**config.mk**
```make
export PLATFORM = sky130hd
export DESIGN_NAME = packbits_planar_decoder_unit
export DESIGN_NICKNAME = d
export VERILOG_FILES = /design/src/design/pbpd_pkg.sv /design/src/design/pbpd_csr.sv /design/src/design/pbpd_engine.sv /design/src/design/packbits_planar_decoder_unit.sv
export SDC_FILE = /design/constraint.sdc
export NUM_CORES = 1
export LEC_CHECK = 0
export ABC_AREA = 1
export CAP_MARGIN = 20
export CORE_AREA = 2 2 120 180
export DETAILED_ROUTE_END_ITERATION = 6
export DIE_AREA = 0 0 122 182
export DONT_BUFFER_PORTS = 1
export GPL_ROUTABILITY_DRIVEN = 0
export MAX_ROUTING_LAYER = met4
export PLACE_DENSITY = 0.79
export RECOVER_POWER = 100
export SLEW_MARGIN = 40
export SYNTH_ARGS = -nofsm -noshare
export SYNTH_HDL_FRONTEND = slang
export SYNTH_SLANG_ARGS = --single-unit
export TNS_END_PERCENT = 1
```
**constraint.sdc**
```tcl
create_clock -name clock -period 3.7 [get_ports clock]
set_input_delay 0.74 -clock clock [delete_from_list [all_inputs] [get_ports clock]]
set_output_delay 0.74 -clock clock [all_outputs]
set_load 0.02 [all_outputs]
```
**src/design/pbpd_pkg.sv**
```systemverilog
package pbpd_pkg;

   localparam int MAX_PLANES_DEF  = 8;
   localparam int OFFSET_BITS_DEF = 18;

   localparam int CSR_ADDR_W = 2;
   localparam int CSR_DATA_W = 11;

   // register indexes on the csr channel
   localparam logic [CSR_ADDR_W-1:0] CSR_ROW_BYTES   = 2'd0;
   localparam logic [CSR_ADDR_W-1:0] CSR_PLANE_COUNT = 2'd1;
   localparam logic [CSR_ADDR_W-1:0] CSR_ROW_COUNT   = 2'd2;

   localparam logic [7:0]  ROW_BYTES_RST   = 8'd40;
   localparam logic [3:0]  PLANE_COUNT_RST = 4'd3;
   localparam logic [10:0] ROW_COUNT_RST   = 11'd200;
   localparam logic [10:0] ROW_LIMIT       = 11'd1024;

   localparam logic [7:0] HDR_NOP = 8'h80;

   typedef struct packed {
      logic [7:0]  row_bytes;
      logic [3:0]  plane_count;
      logic [10:0] row_count;
   } cfg_type;

endpackage

```
**src/design/pbpd_csr.sv**
```systemverilog
module pbpd_csr
   import pbpd_pkg::*;
(
   input  logic                  clock,
   input  logic                  reset,
   input  logic                  csr_valid,
   output logic                  csr_ready,
   input  logic [CSR_ADDR_W-1:0] csr_addr,
   input  logic [CSR_DATA_W-1:0] csr_wdata,
   output cfg_type               cfg
);

   cfg_type cfg_ff, cfg_in;

   assign csr_ready = 1'b1;
   assign cfg       = cfg_ff;

   always_comb begin
      cfg_in = cfg_ff;
      if (csr_valid) begin
         unique case (csr_addr)
            CSR_ROW_BYTES:   cfg_in.row_bytes   = csr_wdata[7:0];
            CSR_PLANE_COUNT: cfg_in.plane_count = csr_wdata[3:0];
            CSR_ROW_COUNT:   cfg_in.row_count   = csr_wdata[10:0];
            default:         cfg_in = cfg_ff;
         endcase
      end
   end

   always_ff @(posedge clock) begin
      if (reset) begin
         cfg_ff.row_bytes   <= ROW_BYTES_RST;
         cfg_ff.plane_count <= PLANE_COUNT_RST;
         cfg_ff.row_count   <= ROW_COUNT_RST;
      end else begin
         cfg_ff <= cfg_in;
      end
   end

endmodule

```
**src/design/pbpd_engine.sv**
```systemverilog
module pbpd_engine
   import pbpd_pkg::*;
#(
   parameter int MAX_PLANES  = MAX_PLANES_DEF,
   parameter int OFFSET_BITS = OFFSET_BITS_DEF
) (
   input  logic                   clock,
   input  logic                   reset,
   input  logic                   step_en,
   input  logic [7:0]             coded_byte,
   input  cfg_type                cfg,
   output logic                   emit,
   output logic [2:0]             plane_index,
   output logic [OFFSET_BITS-1:0] plane_offset,
   output logic [7:0]             run_value,
   output logic [7:0]             run_length,
   output logic                   row_overrun,
   output logic                   image_done,
   output logic                   finished
);

   localparam int PIDX_W = (MAX_PLANES > 1) ? $clog2(MAX_PLANES) : 1;

   localparam logic [1:0] MODE_HEADER  = 2'd0;
   localparam logic [1:0] MODE_LITERAL = 2'd1;
   localparam logic [1:0] MODE_REPEAT  = 2'd2;

   logic [1:0]             mode_ff, mode_in;
   logic [7:0]             lit_ff, lit_in;
   logic [7:0]             rep_ff, rep_in;
   logic [8:0]             filled_ff, filled_in;
   logic [2:0]             plane_ff, plane_in;
   logic [9:0]             row_ff, row_in;
   logic                   fin_ff, fin_in;
   logic [OFFSET_BITS-1:0] offs_ff [MAX_PLANES];
   logic [OFFSET_BITS-1:0] offs_in;

   logic [2:0]        plane_sel;
   logic [PIDX_W-1:0] pidx;
   logic [3:0]        eff_planes;
   logic [10:0]       eff_rows;
   logic [7:0]        lit_dec;
   logic [7:0]        len;
   logic              packet_end;
   logic              run_now;
   logic [8:0]        filled_sum;
   logic              row_close;
   logic              last_plane;
   logic              last_row;

   // a plane beyond the table falls back to plane 0
   assign plane_sel = ({1'b0, plane_ff} < 4'(MAX_PLANES)) ? plane_ff : 3'd0;
   assign pidx      = plane_sel[PIDX_W-1:0];

   always_comb begin
      if (cfg.plane_count == 4'd0)                eff_planes = 4'd1;
      else if (cfg.plane_count > 4'(MAX_PLANES))  eff_planes = 4'(MAX_PLANES);
      else                                        eff_planes = cfg.plane_count;
      if (cfg.row_count == 11'd0)                 eff_rows = 11'd1;
      else if (cfg.row_count > ROW_LIMIT)         eff_rows = ROW_LIMIT;
      else                                        eff_rows = cfg.row_count;
   end

   assign lit_dec    = lit_ff - 8'd1;
   assign run_now    = !fin_ff && (mode_ff == MODE_LITERAL || mode_ff == MODE_REPEAT);
   assign len        = (mode_ff == MODE_LITERAL) ? 8'd1 : rep_ff;
   assign packet_end = (mode_ff == MODE_LITERAL) ? (lit_dec == 8'd0) : 1'b1;
   assign filled_sum = filled_ff + {1'b0, len};
   assign row_close  = packet_end && (filled_sum >= {1'b0, cfg.row_bytes});
   assign last_plane = ({1'b0, plane_sel} + 4'd1) >= eff_planes;
   assign last_row   = ({1'b0, row_ff} + 11'd1) >= eff_rows;

   assign emit         = run_now;
   assign plane_index  = plane_sel;
   assign plane_offset = offs_ff[pidx];
   assign run_value    = coded_byte;
   assign run_length   = len;
   assign row_overrun  = filled_sum > {1'b0, cfg.row_bytes};
   assign image_done   = row_close && last_plane && last_row;
   assign finished     = fin_ff;
   assign offs_in      = offs_ff[pidx] + OFFSET_BITS'(len);

   always_comb begin
      mode_in   = mode_ff;
      lit_in    = lit_ff;
      rep_in    = rep_ff;
      filled_in = filled_ff;
      plane_in  = plane_ff;
      row_in    = row_ff;
      fin_in    = fin_ff;
      if (!fin_ff) begin
         if (run_now) begin
            if (mode_ff == MODE_LITERAL) begin
               lit_in = lit_dec;
               if (packet_end) mode_in = MODE_HEADER;
            end else begin
               mode_in = MODE_HEADER;
               rep_in  = 8'd0;
            end
            filled_in = filled_sum;
            if (row_close) begin
               filled_in = 9'd0;
               if (last_plane) begin
                  plane_in = 3'd0;
                  if (last_row) begin
                     fin_in = 1'b1;
                     row_in = 10'd0;
                  end else begin
                     row_in = row_ff + 10'd1;
                  end
               end else begin
                  plane_in = plane_sel + 3'd1;
               end
            end
         end else begin
            // header byte
            if (coded_byte < HDR_NOP) begin
               lit_in  = coded_byte + 8'd1;
               mode_in = MODE_LITERAL;
            end else if (coded_byte > HDR_NOP) begin
               rep_in  = 8'(9'd257 - {1'b0, coded_byte});
               mode_in = MODE_REPEAT;
            end else begin
               mode_in = MODE_HEADER;
            end
         end
      end
   end

   always_ff @(posedge clock) begin
      if (reset) begin
         mode_ff   <= MODE_HEADER;
         lit_ff    <= 8'd0;
         rep_ff    <= 8'd0;
         filled_ff <= 9'd0;
         plane_ff  <= 3'd0;
         row_ff    <= 10'd0;
         fin_ff    <= 1'b0;
         for (int i = 0; i < MAX_PLANES; i++) begin
            offs_ff[i] <= '0;
         end
      end else if (step_en) begin
         mode_ff   <= mode_in;
         lit_ff    <= lit_in;
         rep_ff    <= rep_in;
         filled_ff <= filled_in;
         plane_ff  <= plane_in;
         row_ff    <= row_in;
         fin_ff    <= fin_in;
         if (run_now) begin
            offs_ff[pidx] <= offs_in;
         end
      end
   end

endmodule

```
**src/design/packbits_planar_decoder_unit.sv**
```systemverilog
// PackBits planar decoder: one compressed byte per req beat, at most one run per rsp beat.
// req channel: req_tdata[7:0] carries the next stream byte (header or data).
// rsp channel: one beat per decoded run; rsp_tlast marks the run that closes the
// last image row, rsp_tuser flags a run that passed the end of its row.
// csr channel: csr_addr selects row_bytes (0), plane_count (1) or row_count (2);
// other indexes are dropped. csr_ready is always high; write only while idle.
// A byte accepted on req goes into the input register; when the engine steps it,
// its run is loaded into the rsp register and rsp_tvalid rises.
// Throughput: one byte per cycle, sustained while rsp is not stalled. The decode step for a byte is a
// small counter update between the input register and the rsp register.
// A stalled rsp holds its beat; the input register holds one byte and takes one only if
// empty, then req_tready drops until rsp_tready frees the rsp register.
// Headers and no-op bytes give no rsp beat; bytes after the last row are
// swallowed without result.
// Reset (synchronous, active high) clears the decode state, plane offsets and the
// valid flags of both registers, and loads the reset values of the configuration.
module packbits_planar_decoder_unit
   import pbpd_pkg::*;
#(
   parameter int MAX_PLANES  = MAX_PLANES_DEF,
   parameter int OFFSET_BITS = OFFSET_BITS_DEF
) (
   input  logic                                  clock,
   input  logic                                  reset,
   input  logic                                  req_tvalid,
   output logic                                  req_tready,
   input  logic [7:0]                            req_tdata,  // coded_byte
   output logic                                  rsp_tvalid,
   input  logic                                  rsp_tready,
   // plane_index, plane_offset, run_value, run_length, zero fill
   output logic [((OFFSET_BITS+26)/8)*8-1:0]     rsp_tdata,
   output logic                                  rsp_tuser,  // row_overrun
   output logic                                  rsp_tlast,  // image_done
   input  logic                                  csr_valid,
   output logic                                  csr_ready,
   input  logic [CSR_ADDR_W-1:0]                 csr_addr,
   input  logic [CSR_DATA_W-1:0]                 csr_wdata
);

   localparam int RSP_W = ((OFFSET_BITS + 26) / 8) * 8;

   cfg_type cfg;

   logic       in_valid_ff, in_valid_in;
   logic [7:0] in_byte_ff;
   logic       advance;

   logic                   emit;
   logic [2:0]             plane_index;
   logic [OFFSET_BITS-1:0] plane_offset;
   logic [7:0]             run_value;
   logic [7:0]             run_length;
   logic                   row_overrun;
   logic                   image_done;
   logic                   finished;

   logic             rsp_valid_ff, rsp_valid_in;
   logic [RSP_W-1:0] rsp_data_ff;
   logic             rsp_user_ff;
   logic             rsp_last_ff;

   pbpd_csr u_csr (
      .clock     (clock),
      .reset     (reset),
      .csr_valid (csr_valid),
      .csr_ready (csr_ready),
      .csr_addr  (csr_addr),
      .csr_wdata (csr_wdata),
      .cfg       (cfg)
   );

   pbpd_engine #(
      .MAX_PLANES  (MAX_PLANES),
      .OFFSET_BITS (OFFSET_BITS)
   ) u_engine (
      .clock        (clock),
      .reset        (reset),
      .step_en      (advance),
      .coded_byte   (in_byte_ff),
      .cfg          (cfg),
      .emit         (emit),
      .plane_index  (plane_index),
      .plane_offset (plane_offset),
      .run_value    (run_value),
      .run_length   (run_length),
      .row_overrun  (row_overrun),
      .image_done   (image_done),
      .finished     (finished)
   );

   // a byte leaves the input register when the rsp slot is free or draining
   assign advance    = in_valid_ff && (!rsp_valid_ff || rsp_tready);
   assign req_tready = !in_valid_ff || advance;

   always_comb begin
      in_valid_in = in_valid_ff;
      if (req_tvalid && req_tready) in_valid_in = 1'b1;
      else if (advance)             in_valid_in = 1'b0;
      rsp_valid_in = rsp_valid_ff;
      if (advance && emit)  rsp_valid_in = 1'b1;
      else if (rsp_tready)  rsp_valid_in = 1'b0;
   end

   always_ff @(posedge clock) begin
      if (reset) begin
         in_valid_ff  <= 1'b0;
         rsp_valid_ff <= 1'b0;
      end else begin
         in_valid_ff  <= in_valid_in;
         rsp_valid_ff <= rsp_valid_in;
      end
   end

   always_ff @(posedge clock) begin
      if (req_tvalid && req_tready) begin
         in_byte_ff <= req_tdata;
      end
      if (advance && emit) begin
         rsp_data_ff <= RSP_W'({run_length, run_value, plane_offset, plane_index});
         rsp_user_ff <= row_overrun;
         rsp_last_ff <= image_done;
      end
   end

   assign rsp_tvalid = rsp_valid_ff;
   assign rsp_tdata  = rsp_data_ff;
   assign rsp_tuser  = rsp_user_ff;
   assign rsp_tlast  = rsp_last_ff;

`ifndef SYNTH
   a_done_sets_finished: assert property (@(posedge clock) disable iff (reset)
      (advance && emit && image_done) |=> finished)
      else $error("image_done beat did not stop the decoder");

   a_no_run_after_done: assert property (@(posedge clock) disable iff (reset)
      finished |-> !emit)
      else $error("run produced after the last row");

   a_run_length_nonzero: assert property (@(posedge clock) disable iff (reset)
      rsp_valid_ff |-> (rsp_data_ff[OFFSET_BITS+18:OFFSET_BITS+11] != 8'd0))
      else $error("run with zero length");

   a_plane_in_range: assert property (@(posedge clock) disable iff (reset)
      rsp_valid_ff |-> ({1'b0, rsp_data_ff[2:0]} < 4'(MAX_PLANES)))
      else $error("plane index beyond plane table");
`endif

endmodule
```
==> summary.md <==
Yosys
- 8.99 um2 — mean instance size in the synthesized netlist
- edfxtp_1 — most common flop cell mapped by yosys
- 44.3% — Yosys top cell area share
- 191 — number of enable-type register cells in the synthesized netlist
- 0% — fraction of registers with async set/reset
- 49 — Yosys cell types
- nor2_1 — most frequent cell after synthesis
- 337 x nor2_1, 218 x nand2_1, 191 x edfxtp_1 — commonest cells in the netlist
- 13,000 um2 — area of the mapped netlist
- 0 — warning count from the yosys run
- 1,441 — number of instances in the synthesized netlist
- edfxtp_1 44%, dfxtp_1 11%, nor2_1 9.8% — top cells by area, synth
- 55.0% — proportion of synthesized chip area in sequential cells
- 260 — number of flip-flops and latches in the synthesized netlist
- edfxtp_1 — library cell occupying the most area in the post-synthesis netlist

Detailed routing
- 0 — Residual DRC
- 0 — residual antenna-violating net count after detailed routing
- 711 — number of DRC markers in iteration 0
- 5.73 — Via-to-Cell Ratio
- 30.8 mm — routed wire length
- 17.7 um — Routed wire per std cell
- 9,976 — vias after detailed routing
- 5 — First-pass DRT Iterations

STA
- 0 — setup-violating endpoint count in the final report
- 283 MHz — max frequency
- 95.6% — fraction of the cycle the final worst path needs
- 0.164 ns — final critical-path setup slack
- 0 — final-report max-slew violation count
- 50.2% — Slew Limit Headroom
- 0.742 ns — Worst Max-Slew Pin Slew
- 0 ns — setup_tns
- yes — RSZ-0062 raised after global routing
- 0 — number of hold-slack violations in the final timing report
- 3.54 ns — Final Critical Period
- 0.0107 ns — clock tree skew after final layout

Floorplanning
- 71 — number of top-level pins
- 22,200 um2 — Die Footprint
- 122 um — width of the chip
- 182 um — vertical die dimension
- 20,700 um2 — floorplan core area
- 65 — number of standard-cell rows in the floorplan
- 62.4% — initial standard-cell utilization of the core

Final layout
- 1,529 — Post-layout nets
- 10.1% — layout cell share with drive strength beyond 1
- 0 — # diodes
- 1,565 — total of fill cells in the finished design
- 68.6% — final core occ
- 1,740 — final std cells w/o fill
- 9.92% — Synth-to-Final Area Change

Clocking
- 0 — total setup buffers inserted after CTS
- 0.53 ns — insertion delay of the later-clocked pin in the worst-skew pair
- 1 — number of levels in the clock H-tree
- 3 — Bufs on Longest Clock Path
- 25 — number of buffers added by the clock tree synthesis step
- 260 — count of clock tree sinks
- clkbuf_16 — root buffer cell
- 0.06 ns — Clock transition at path regs
- 0 — count of hold-fix buffers inserted at cts
- yes — TritonCTS clock tree

Placed design
- 0.00695 ns — worst slack, placed
- 1,694 — cell count after placement
- 0 — number of port buffers
- 21.0 mm — half-perimeter wire length after detailed placement

Run
- 0 — max cap viols

Critical path
- 0.16 ns — Worst R2R Setup Slack
- 3.79 ns — Worst EP arrival
- 17 — cell count of the worst reg-to-reg path
- 3.95 ns — WP data required
- flip-flop to flip-flop — critical setup path kind
- 9 — crit path max fanout
- flip-flop — endpoint class of the critical path
- flip-flop — Worst Setup Start Kind

Power
- 6.43 mW — overall power
- 456 uV — largest vdd supply drop
- 451 nW/um2 — power density normalized to cell area
- 5.90 nW — reported leakage power

Global routing
- 29.2% — total routing resource utilization after global routing
- 9,950 — number of global-route vias before repair
- 49.4 mm — global-route wire length before repair
- 0 — global route overflow
- 0 — antenna violations before repair
- 53 — pin count of the biggest net entering global routing

Min path
- 1 — cell depth of the worst hold path
- input port to flip-flop — min-delay worst type

Outcome
- finished clean — status

-- state kept, by name (all words and copies together), names as in the netlist, named ones only --
register	cells
u_engine.offs_ff	144
rsp_tdata	37
u_csr.cfg	23
u_engine.row_ff	10
u_engine.filled_ff	9
in_byte_ff	8
u_engine.lit_ff	8
u_engine.rep_ff	8
u_engine.plane_index	3
u_engine.mode_ff	2
in_valid_ff	1
rsp_tlast	1
rsp_tuser	1
rsp_tvalid	1
u_engine.finished	1
-- cell type report --
cell class	instances	area (um2)	area share (%)
clock buffers	34	762	5.35
clock inverters	12	106	0.747
inverters	127	477	3.35
multi-input cells	996	5120	36.0
flip-flops and latches	260	7120	50.0
well taps	268	335	2.36
repair buffers	43	319	2.24
-- final timing paths --
kind | from | to
worst max register to register | flip-flop | u_engine.offs_ff[1][14]
worst min-delay path | reset | rsp_tvalid
worst min register to register | in_byte_ff[5] | rsp_tdata[26]
worst max-delay path | flip-flop | u_engine.offs_ff[1][14]
-- stage by stage --
stage,area (um2),hold WS [ns]
6_report,14200,0.281
5_1_grt,14200,0.265
4_1_cts,14200,0.268
3_5_place_dp,13300,0.435
3_3_place_gp,13300,0.436
2_1_floorplan,13000,0.406
-- power breakdown --
part,internal (mW),switching [mW]
Clock,1.53,1.11
Combinational,0.154,0.367
Sequential,3.22,0.0496
Total,4.90,1.53
-- timing repair --
| action | in CTS | in global routing |
|---|---|---|
| setup endpoints to repair | 7 | 74 |
| endpoints found under the hold margin | 0 | 0 |
| resized for setup | 1 | 9 |
-- routing by layer --
metal  wire length (um)  global-route usage [%]
met3               1620                    3.55
met1              10900                    31.2
met2              17000                    53.3
met4               1290                    12.6
met5                  0                       -
-- cells by family (layout without fill, tap and decap cells) --
group | count (synthesis) | after routing | synth area share (%)
buffers and inverters | 187 | 216 | 5.99
AOI/OAI and AO/OA | 211 | 211 | 8.69
DFF | 260 | 260 | 55.0
adders and majority gates | 50 | 50 | 4.95
other | 2 | 4 | 0.0580
and+or+nand+nor | 705 | 705 | 23.3
xor gates and xnor gates | 26 | 26 | 2.11
-- worst max-delay path, cell delays in order (launching register included) --
cell      delay (ns)
dfxtp_2         0.39
buf_4           0.19
nor2_1          0.06
nor2_1          0.10
o21ai_0         0.11
a31oi_2         0.40
ha_1            0.25
inv_1           0.06
fa_1            0.40
nand3b_1        0.19
nand2_1         0.11
nand4_1         0.09
nand2_1         0.22
nand3_4         0.15
nor2_8          0.17
nand3_1         0.11
nand2_2         0.19
nor2_1          0.07
-- cells in the final DEF, fill, tap and decap left out, types with 3 or more instances in the layout --
cell type   synthesis  routed
o22ai_1            15      15
inv_1             118     119
xor2_1             15      15
dfxtp_1            69      68
o21ai_0            96      96
nand2_4             3       4
clkinvlp_4          0       3
o211ai_1            3       3
nor3_1             12      12
inv_2               7       6
nand2_1           218     217
conb_1              2       4
clkbuf_1           29       3
buf_4               6      40
xnor2_1             8       8
ha_1               48      48
a31oi_1            13      12
edfxtp_1          191     191
xor2_4              2       3
nor2_1            337     336
nand2_2            23      23
nor2_2             10      11
nor2_4              4       4
clkbuf_8            0       6
nand3_1            60      58
o21ai_1            20      20
clkinv_2            0       5
nand3_4             1       3
a21oi_1            54      54
clkbuf_16           0      27
nand4_1            25      25
(Power assumes the default switching activity.)
